`config.mk`:
```
export PLATFORM = sky130hd
export DESIGN_NAME = debounced_key_code_scheduler_core
export DESIGN_NICKNAME = d
export VERILOG_FILES = /design/src/design/dkcs_pkg.sv /design/src/design/debounced_key_code_scheduler_core.sv /design/src/design/dkcs_front.sv /design/src/design/dkcs_queue.sv /design/src/design/dkcs_back.sv
export SDC_FILE = /design/constraint.sdc
export NUM_CORES = 1
export LEC_CHECK = 0
export ABC_AREA = 1
export BUFFER_PORTS_ARGS = -buffer_cell sky130_fd_sc_hd__buf_2
export CAP_MARGIN = 20
export CELL_PAD_IN_SITES_DETAIL_PLACEMENT = 0
export CELL_PAD_IN_SITES_GLOBAL_PLACEMENT = 2
export CORE_ASPECT_RATIO = 0.6
export CORE_MARGIN = 2
export CORE_UTILIZATION = 31
export CTS_BUF_LIST = sky130_fd_sc_hd__clkbuf_4 sky130_fd_sc_hd__clkbuf_8 sky130_fd_sc_hd__clkbuf_16
export CTS_CLUSTER_DIAMETER = 30
export DETAILED_ROUTE_END_ITERATION = 12
export PLACE_DENSITY = 0.71
export SLEW_MARGIN = 30
export SYNTH_ARGS = -nofsm -noshare
export SYNTH_HDL_FRONTEND = slang
export SYNTH_SLANG_ARGS = --single-unit
```
`constraint.sdc`:
```
create_clock -name clock -period 6.92 [get_ports clock]
set_input_delay 0.346 -clock clock [delete_from_list [all_inputs] [get_ports clock]]
set_output_delay 0.346 -clock clock [all_outputs]
set_load 0.05 [all_outputs]
```
`src/design/dkcs_pkg.sv`:
```
package dkcs_pkg;

   localparam int unsigned KEY_COUNT = 8;
   localparam int unsigned KIDX_W    = 3;
   localparam int unsigned CODE_W    = 8;
   localparam int unsigned TIME_W    = 32;
   localparam int unsigned CSR_W     = 64;

   localparam logic [KIDX_W-1:0] LAST_KEY = KIDX_W'(KEY_COUNT - 1);

   localparam logic [CODE_W-1:0] BREAK_PREFIX = 8'hF0;

   // Register indexes on the configuration port.
   localparam logic [1:0] CSR_DEBOUNCE_MS   = 2'd0;
   localparam logic [1:0] CSR_MAKE_CODES    = 2'd1;
   localparam logic [1:0] CSR_RELEASE_CODES = 2'd2;
   localparam logic [1:0] CSR_RELEASE_STYLE = 2'd3;

   localparam logic [7:0]       DEBOUNCE_RST      = 8'd10;
   localparam logic [CSR_W-1:0] MAKE_CODES_RST    = 64'h0000_0000_007D_7524;
   localparam logic [CSR_W-1:0] RELEASE_CODES_RST = 64'h0000_0000_00C9_C892;
   localparam logic             RELEASE_STYLE_RST = 1'b1;

   typedef enum logic [0:0] {
      OP_SAMPLE = 1'b0,
      OP_SEND   = 1'b1
   } op_type;

   typedef struct packed {
      logic              op;
      logic [7:0]        key_levels;
      logic [TIME_W-1:0] now_ms;
   } req_type;

   typedef struct packed {
      logic [CODE_W-1:0] code;
      logic [KIDX_W-1:0] key_index;
      logic              pressed;
      logic              last;
   } rsp_type;

   // One report handed from the front end to the back end.
   typedef struct packed {
      logic [KIDX_W-1:0] key_index;
      logic              pressed;
   } cmd_type;

   typedef enum logic [1:0] {
      FR_IDLE,
      FR_SCAN,
      FR_SEND
   } front_state_type;

   typedef enum logic [0:0] {
      BK_FIRST,
      BK_SECOND
   } back_state_type;

endpackage

```
`src/design/debounced_key_code_scheduler_core.sv`:
```
// Debounced key scanner and scan-code reporter for up to eight keys. A key sample word
// (op 0) is compared with the accepted key state one key per cycle, so it holds req_ready
// low after acceptance until all keys are scanned; a change is taken only when at least
// debounce_ms have passed since the key's last accepted change (wrap-around time), and the
// key is then marked pending. A send slot word (op 1) picks the next pending key round-robin
// in the cycle after acceptance and queues a report in a two-entry queue; it waits there
// only while that queue is full. The back end turns each report into one word (make code,
// or single release code) or two words (0xF0, then the make code), one word per cycle while
// rsp_ready holds, from a registered output. Reset clears all key timestamps at once, with
// no clearing pass. Configuration writes take effect at once and must only be made while
// the block is idle.
module debounced_key_code_scheduler_core import dkcs_pkg::*; (
   input  logic             clock,
   input  logic             reset,
   input  logic             req_valid,
   output logic             req_ready,
   input  req_type          req_data,
   output logic             rsp_valid,
   input  logic             rsp_ready,
   output rsp_type          rsp_data,
   input  logic             csr_write,
   input  logic [1:0]       csr_index,
   input  logic [CSR_W-1:0] csr_wdata
);

   logic [7:0]       debounce_ff, debounce_in;
   logic [CSR_W-1:0] make_ff, make_in;
   logic [CSR_W-1:0] release_ff, release_in;
   logic             style_ff, style_in;

   logic             fr_cmd_valid;
   logic             fr_cmd_ready;
   cmd_type          fr_cmd_data;
   logic             bk_cmd_valid;
   logic             bk_cmd_ready;
   cmd_type          bk_cmd_data;

   always_comb begin
      debounce_in = debounce_ff;
      make_in     = make_ff;
      release_in  = release_ff;
      style_in    = style_ff;
      if (csr_write) begin
         unique case (csr_index)
            CSR_DEBOUNCE_MS:   debounce_in = csr_wdata[7:0];
            CSR_MAKE_CODES:    make_in     = csr_wdata;
            CSR_RELEASE_CODES: release_in  = csr_wdata;
            CSR_RELEASE_STYLE: style_in    = csr_wdata[0];
            default: begin
            end
         endcase
      end
   end

   always_ff @(posedge clock) begin
      if (reset) begin
         debounce_ff <= DEBOUNCE_RST;
         make_ff     <= MAKE_CODES_RST;
         release_ff  <= RELEASE_CODES_RST;
         style_ff    <= RELEASE_STYLE_RST;
      end else begin
         debounce_ff <= debounce_in;
         make_ff     <= make_in;
         release_ff  <= release_in;
         style_ff    <= style_in;
      end
   end

   dkcs_front u_front (
      .clock       (clock),
      .reset       (reset),
      .req_valid   (req_valid),
      .req_ready   (req_ready),
      .req_data    (req_data),
      .debounce_ms (debounce_ff),
      .cmd_valid   (fr_cmd_valid),
      .cmd_ready   (fr_cmd_ready),
      .cmd_data    (fr_cmd_data)
   );

   dkcs_queue u_queue (
      .clock      (clock),
      .reset      (reset),
      .push_valid (fr_cmd_valid),
      .push_ready (fr_cmd_ready),
      .push_data  (fr_cmd_data),
      .pop_valid  (bk_cmd_valid),
      .pop_ready  (bk_cmd_ready),
      .pop_data   (bk_cmd_data)
   );

   dkcs_back u_back (
      .clock         (clock),
      .reset         (reset),
      .cmd_valid     (bk_cmd_valid),
      .cmd_ready     (bk_cmd_ready),
      .cmd_data      (bk_cmd_data),
      .make_codes    (make_ff),
      .release_codes (release_ff),
      .release_style (style_ff),
      .rsp_valid     (rsp_valid),
      .rsp_ready     (rsp_ready),
      .rsp_data      (rsp_data)
   );

   // A key sample keeps the front end busy while it scans the keys.
   assert property (@(posedge clock) disable iff (reset)
      (req_valid && req_ready && req_data.op == OP_SAMPLE) |=> !req_ready)
      else $error("front end took a new word during a key scan");

   // Only the break prefix of a release can be a word that is not the last of its report.
   assert property (@(posedge clock) disable iff (reset)
      (rsp_valid && !rsp_data.last) |-> (!rsp_data.pressed && rsp_data.code == BREAK_PREFIX))
      else $error("non-final report word is not a break prefix");

   // The make code of a two-word release follows its prefix at once, for the same key.
   assert property (@(posedge clock) disable iff (reset)
      (rsp_valid && rsp_ready && !rsp_data.last) |=>
      (rsp_valid && rsp_data.last && !rsp_data.pressed &&
       rsp_data.key_index == $past(rsp_data.key_index)))
      else $error("second word of a release report is missing or wrong");

endmodule

```
`src/design/dkcs_front.sv`:
```
module dkcs_front import dkcs_pkg::*; (
   input  logic       clock,
   input  logic       reset,
   input  logic       req_valid,
   output logic       req_ready,
   input  req_type    req_data,
   input  logic [7:0] debounce_ms,
   output logic       cmd_valid,
   input  logic       cmd_ready,
   output cmd_type    cmd_data
);

   front_state_type       state_ff, state_in;
   logic [TIME_W-1:0]     times_ff [KEY_COUNT];
   logic [TIME_W-1:0]     times_in [KEY_COUNT];
   logic [KEY_COUNT-1:0]  keys_ff, keys_in;
   logic [KEY_COUNT-1:0]  pending_ff, pending_in;
   logic [KIDX_W-1:0]     last_ff, last_in;
   logic [KEY_COUNT-1:0]  levels_ff, levels_in;
   logic [TIME_W-1:0]     now_ff, now_in;
   logic [KIDX_W-1:0]     idx_ff, idx_in;

   logic [TIME_W-1:0]     elapsed;
   logic                  settled;
   logic [KIDX_W-1:0]     start;
   logic [KIDX_W-1:0]     cand;
   logic [KIDX_W-1:0]     pick;
   logic                  found;

   assign elapsed = now_ff - times_ff[idx_ff];
   assign settled = elapsed >= {{(TIME_W-8){1'b0}}, debounce_ms};
   assign start   = (last_ff == LAST_KEY) ? '0 : last_ff + 1'b1;

   // Round-robin pick: first pending key at or after the key following the last one served.
   always_comb begin
      cand  = start;
      pick  = start;
      found = 1'b0;
      for (int n = 0; n < KEY_COUNT; n++) begin
         if (!found && pending_ff[cand]) begin
            pick  = cand;
            found = 1'b1;
         end
         cand = (cand == LAST_KEY) ? '0 : cand + 1'b1;
      end
   end

   always_comb begin
      state_in = state_ff;
      unique case (state_ff)
         FR_IDLE: begin
            if (req_valid) begin
               state_in = (req_data.op == OP_SEND) ? FR_SEND : FR_SCAN;
            end
         end
         FR_SCAN: begin
            if (idx_ff == LAST_KEY) begin
               state_in = FR_IDLE;
            end
         end
         FR_SEND: begin
            if (pending_ff == '0 || cmd_ready) begin
               state_in = FR_IDLE;
            end
         end
         default: state_in = FR_IDLE;
      endcase
   end

   always_comb begin
      times_in   = times_ff;
      keys_in    = keys_ff;
      pending_in = pending_ff;
      last_in    = last_ff;
      levels_in  = levels_ff;
      now_in     = now_ff;
      idx_in     = idx_ff;
      req_ready  = 1'b0;
      cmd_valid  = 1'b0;
      cmd_data.key_index = pick;
      cmd_data.pressed   = keys_ff[pick];
      unique case (state_ff)
         FR_IDLE: begin
            req_ready = 1'b1;
            if (req_valid) begin
               levels_in = req_data.key_levels[KEY_COUNT-1:0];
               now_in    = req_data.now_ms;
               idx_in    = '0;
            end
         end
         FR_SCAN: begin
            // One key per cycle: a changed level counts only once the key has settled.
            if ((levels_ff[idx_ff] != keys_ff[idx_ff]) && settled) begin
               times_in[idx_ff]   = now_ff;
               pending_in[idx_ff] = 1'b1;
               keys_in[idx_ff]    = levels_ff[idx_ff];
            end
            idx_in = idx_ff + 1'b1;
         end
         FR_SEND: begin
            cmd_valid = found;
            if (found && cmd_ready) begin
               last_in          = pick;
               pending_in[pick] = 1'b0;
            end
         end
         default: begin
         end
      endcase
   end

   always_ff @(posedge clock) begin
      if (reset) begin
         state_ff   <= FR_IDLE;
         keys_ff    <= '0;
         pending_ff <= '0;
         last_ff    <= LAST_KEY;
         for (int k = 0; k < KEY_COUNT; k++) begin
            times_ff[k] <= '0;
         end
      end else begin
         state_ff   <= state_in;
         keys_ff    <= keys_in;
         pending_ff <= pending_in;
         last_ff    <= last_in;
         times_ff   <= times_in;
      end
   end

   always_ff @(posedge clock) begin
      levels_ff <= levels_in;
      now_ff    <= now_in;
      idx_ff    <= idx_in;
   end

endmodule

```
`src/design/dkcs_queue.sv`:
```
module dkcs_queue import dkcs_pkg::*; (
   input  logic    clock,
   input  logic    reset,
   input  logic    push_valid,
   output logic    push_ready,
   input  cmd_type push_data,
   output logic    pop_valid,
   input  logic    pop_ready,
   output cmd_type pop_data
);

   cmd_type    entries_ff [2];
   logic       wr_ff, wr_in;
   logic       rd_ff, rd_in;
   logic [1:0] count_ff, count_in;
   logic       push;
   logic       pop;

   assign push_ready = count_ff != 2'd2;
   assign pop_valid  = count_ff != 2'd0;
   assign pop_data   = entries_ff[rd_ff];
   assign push       = push_valid && push_ready;
   assign pop        = pop_valid && pop_ready;

   always_comb begin
      wr_in    = push ? ~wr_ff : wr_ff;
      rd_in    = pop ? ~rd_ff : rd_ff;
      count_in = count_ff + {1'b0, push} - {1'b0, pop};
   end

   always_ff @(posedge clock) begin
      if (reset) begin
         wr_ff    <= 1'b0;
         rd_ff    <= 1'b0;
         count_ff <= 2'd0;
      end else begin
         wr_ff    <= wr_in;
         rd_ff    <= rd_in;
         count_ff <= count_in;
      end
   end

   always_ff @(posedge clock) begin
      if (push) begin
         entries_ff[wr_ff] <= push_data;
      end
   end

endmodule

```
`src/design/dkcs_back.sv`:
```
module dkcs_back import dkcs_pkg::*; (
   input  logic             clock,
   input  logic             reset,
   input  logic             cmd_valid,
   output logic             cmd_ready,
   input  cmd_type          cmd_data,
   input  logic [CSR_W-1:0] make_codes,
   input  logic [CSR_W-1:0] release_codes,
   input  logic             release_style,
   output logic             rsp_valid,
   input  logic             rsp_ready,
   output rsp_type          rsp_data
);

   back_state_type    state_ff, state_in;
   logic              valid_ff, valid_in;
   rsp_type           word_ff, word_in;
   logic [KIDX_W-1:0] key_ff, key_in;
   logic              out_free;
   logic [CODE_W-1:0] make_first;
   logic [CODE_W-1:0] release_first;
   logic [CODE_W-1:0] make_second;

   assign out_free      = !valid_ff || rsp_ready;
   assign make_first    = make_codes[{cmd_data.key_index, 3'b000} +: CODE_W];
   assign release_first = release_codes[{cmd_data.key_index, 3'b000} +: CODE_W];
   assign make_second   = make_codes[{key_ff, 3'b000} +: CODE_W];
   assign rsp_valid     = valid_ff;
   assign rsp_data      = word_ff;

   always_comb begin
      state_in = state_ff;
      unique case (state_ff)
         BK_FIRST: begin
            if (out_free && cmd_valid && !cmd_data.pressed && !release_style) begin
               state_in = BK_SECOND;
            end
         end
         BK_SECOND: begin
            if (out_free) begin
               state_in = BK_FIRST;
            end
         end
         default: state_in = BK_FIRST;
      endcase
   end

   always_comb begin
      cmd_ready = 1'b0;
      valid_in  = valid_ff && !rsp_ready;
      word_in   = word_ff;
      key_in    = key_ff;
      unique case (state_ff)
         BK_FIRST: begin
            cmd_ready = out_free;
            if (out_free && cmd_valid) begin
               valid_in          = 1'b1;
               key_in            = cmd_data.key_index;
               word_in.key_index = cmd_data.key_index;
               word_in.pressed   = cmd_data.pressed;
               word_in.last      = 1'b1;
               if (cmd_data.pressed) begin
                  word_in.code = make_first;
               end else if (release_style) begin
                  word_in.code = release_first;
               end else begin
                  // Two-word release: the break prefix goes first, the make code follows.
                  word_in.code = BREAK_PREFIX;
                  word_in.last = 1'b0;
               end
            end
         end
         BK_SECOND: begin
            if (out_free) begin
               valid_in          = 1'b1;
               word_in.code      = make_second;
               word_in.key_index = key_ff;
               word_in.pressed   = 1'b0;
               word_in.last      = 1'b1;
            end
         end
         default: begin
         end
      endcase
   end

   always_ff @(posedge clock) begin
      if (reset) begin
         state_ff <= BK_FIRST;
         valid_ff <= 1'b0;
      end else begin
         state_ff <= state_in;
         valid_ff <= valid_in;
      end
   end

   always_ff @(posedge clock) begin
      word_ff <= word_in;
      key_ff  <= key_in;
   end

endmodule
```
==> metrics.md <==
| Metric | Value |
|---|---|
| Met2 WL | 36400 um |
| Slew HR | 0.354 |
| Final Hold Viols | 0 |
| Initial core utilization | 0.314 |
| Fillers | 7988 |
| Max-cap violations | 0 |
| Post-synth net total | 3467 |
| Hold depth | 4 |
| IO Pins | 127 |
| R2R depth | 26 |
| Die X | 366 um |
| Required time of the critical path | 7.45 ns |
| Total Neg Setup Slack | 0 ns |
| 1st-iter DRT viols | 2624 |
| Main flop type after synthesis | dfxtp_1 |
| Clock Tree Buf Depth | 3 |
| Slowest Stage Delay on Critical Path | 0.73 ns |
| Routed Antenna Nets | 0 |
| DR vias/cell | 5.15 |
| GPL Wtd Cong | 0.871 |
| Rows | 79 |
| CTS root buf | clkbuf_16 |
| Initial antenna violation count | 4 |
| Crit path depth | 26 |
| Yosys top cell by area | dfxtp_1 |
| Synth area leaders | dfxtp_1 35%, nand2_1 13%, edfxtp_1 8.2%, a21oi_1 7.0%, nor2_1 5.1% |
| Register bit total from synthesis | 488 |
| Pwr Density | 404 nW/um^2 |
| Most common cell after layout, fill and taps aside | nand2_1 |
| Clock skew | 0.0361 ns |
| Clock transition at the registers of the reported paths | 0.05 ns |
| Vias in the first global route | 22.0k |
| EDFF count, synth | 67 |
| H-tree lvl count | 3 |
| Most used cell, CP | nor2_1 |
| Crit path DAT | 6.81 ns |
| Minimum clock period | 6.28 ns |
| Mapped Area | 24400 um^2 |
| Met3 Wirelength | 9250 um |
| GRT overflow | 0 |
| GRT Resource Usage Total | 0.237 |
| Die H | 221 um |
| # setup viols final | 0 |
| N_diodes | 0 |
| Most frequent cells in the layout | 870 x nand2_1, 421 x dfxtp_1, 340 x a21oi_1 |
| Port Buffers | 126 |
| DR top layer | met5 |
| Critical-path top delay cell | clkinv_2 |
| Layout cells sized above 1 | 0.138 |
| Synth-to-layout area growth | 23.0% |
| TritonCTS Buffers | 98 |
| DP Wirelength | 65000 um |
| Syn_area_per_cell | 7.39 um^2 |
| DR WL/cell | 21.4 um |
| Vias post-DR | 23.7k |
| HP Class | input port to register |
| Hold path start | rsp_ready |
| DRC viols | 0 |
| Wire length on met1 | 51100 um |
| Worst-Skew Late Latency | 0.69 ns |
| Bufs and invs on worst path | 6 |
| Distinct cells, synth | 60 |
| Setup crit start kind | register |
| Post-synthesis async set-or-reset flop share | 0 |
| Area fraction of the dominant cell type after synthesis | 0.345 |
| TritonRoute pass-1 iters | 6 |
| Status | complete, no violations |
| Period utilization | 0.907 |
| Peak VDD IR | 0.285 mV |
| Worst-margin pin slew | 0.970 ns |
| Peak Freq | 0.159 GHz |
| Fin. max-slew vios | 0 |
| RSZ-0062 raised after global routing | false |
| Synth Warn # | 0 |
| Die ar. | 81100 um^2 |
| Core box area | 77800 um^2 |
| TritonCTS clock tree | yes |
| Clock sinks | 488 |
| Fin nets | 3629 |
| Critical path capture point type | register |
| Largest net degree at the start of global routing | 97 |
| Final WL | 98600 um |
| Wire length of the first global-routing pass | 146000 um |
| Worst Setup SP | u_front.idx_ff[0] |
| Crit path max fanout | 33 |
| Synthesized instance count | 3304 |
| RR Startpoint | u_front.idx_ff[0] |
| Dpl cells | 4311 |
| Post-CTS setup repair buffer count | 0 |
| Leakage | 11.7 nW |
| Overall power | 12.1 mW |
| Fin cells | 4602 |
| CTS resizes | 0 |
| Crit path kind | register to register |
| Delay-heaviest family, CP | buffers and inverters |
| Seq/Total Area, Yosys | 0.427 |
-- Yosys cell counts (34+ instances only) --
cell      instances
edfxtp_1         67
inv_1           227
buf_4            48
dfxtp_1         421
a22oi_1          34
nand2_1         870
a21oi_2          39
nor2_1          332
clkbuf_1        120
ha_1             50
a21oi_1         340
o21ai_0         244
nand4_1          40
nand3_1         154
-- state kept, by name (all words and copies together) (netlist names), 2 cells and up, named ones only --
register / count
u_front.times_ff: 256
debounce_ff: 8
make_ff: 64
u_back.key_ff: 3
u_front.last_ff: 3
u_queue.entries_ff: 8
u_front.idx_ff: 3
u_front.pending_ff: 8
u_front.now_ff: 32
u_front.levels_ff: 8
u_front.state_ff: 2
u_queue.count_ff: 2
u_front.keys_ff: 8
u_back.rsp_data: 13
release_ff: 64
-- kinds of logic (layout without fill, tap and decap cells) --
family,after synthesis,count (layout),synth area share
simple gates,1476,1476,0.260
compound gates,796,796,0.189
fa+ha+maj,51,51,0.0264
flops,488,488,0.427
buf+inv,468,713,0.0867
xor+xnor,25,25,0.0103
-- final cells by class --
type,instances,area (um^2),area share
repair buffers,274,2030,0.0675
inverters,256,981,0.0326
clock buffers,117,2690,0.0896
multi-input cells,2348,11900,0.396
flip-flops and latches,488,10400,0.347
clock inverters,66,694,0.0231
well taps,1053,1320,0.0438
-- final timing paths --
check	end	slack [ns]
worst max-delay path	u_front.times_ff[61]	0.64
worst min-delay path	u_back.rsp_valid	0.12
worst max register to register	u_front.times_ff[61]	0.64
worst min register to register	release_ff[4]	0.45
-- routing by layer --
layer	track usage	vias to the layer above
met5	0	-
met4	0.0567	4
met3	0.0590	129
met2	0.302	957
met1	0.384	11300
li1	-	11300
-- worst min-delay path, cell delays in order --
cell     delay [ns]
buf_2          0.08
nor2_1         0.08
o21ai_0        0.17
inv_1          0.05
-- power breakdown --
| group | internal, mW | switching (mW) | total (mW) | leakage (nW) |
|---|---|---|---|---|
| Clock | 3.12 | 1.70 | 4.82 | 1.64 |
| Combinational | 0.972 | 2.97 | 3.94 | 6.03 |
| Sequential | 3.16 | 0.210 | 3.37 | 4.05 |
| Total | 7.26 | 4.87 | 12.1 | 11.7 |
-- metrics by stage --
stage / util / instance area (um^2) / hold slack (ns) / setup slack, ns
2_1_floorplan: - / 24400 / 0.424 / 2.49
3_3_place_gp: 0.329 / 25600 / 0.441 / 1.06
3_5_place_dp: 0.329 / 25600 / 0.444 / 0.969
4_1_cts: 0.386 / 30000 / 0.0787 / 0.945
5_1_grt: 0.386 / 30000 / 0.138 / 0.353
6_report: 0.386 / 30000 / 0.124 / 0.642
-- what timing repair did --
action,4_1_cts,5_1_grt
endpoints found under the hold margin,170,0
hold buffers,108,0
endpoints found under the setup margin,0,0
Note: power is estimated with default switching activity, not from simulation.
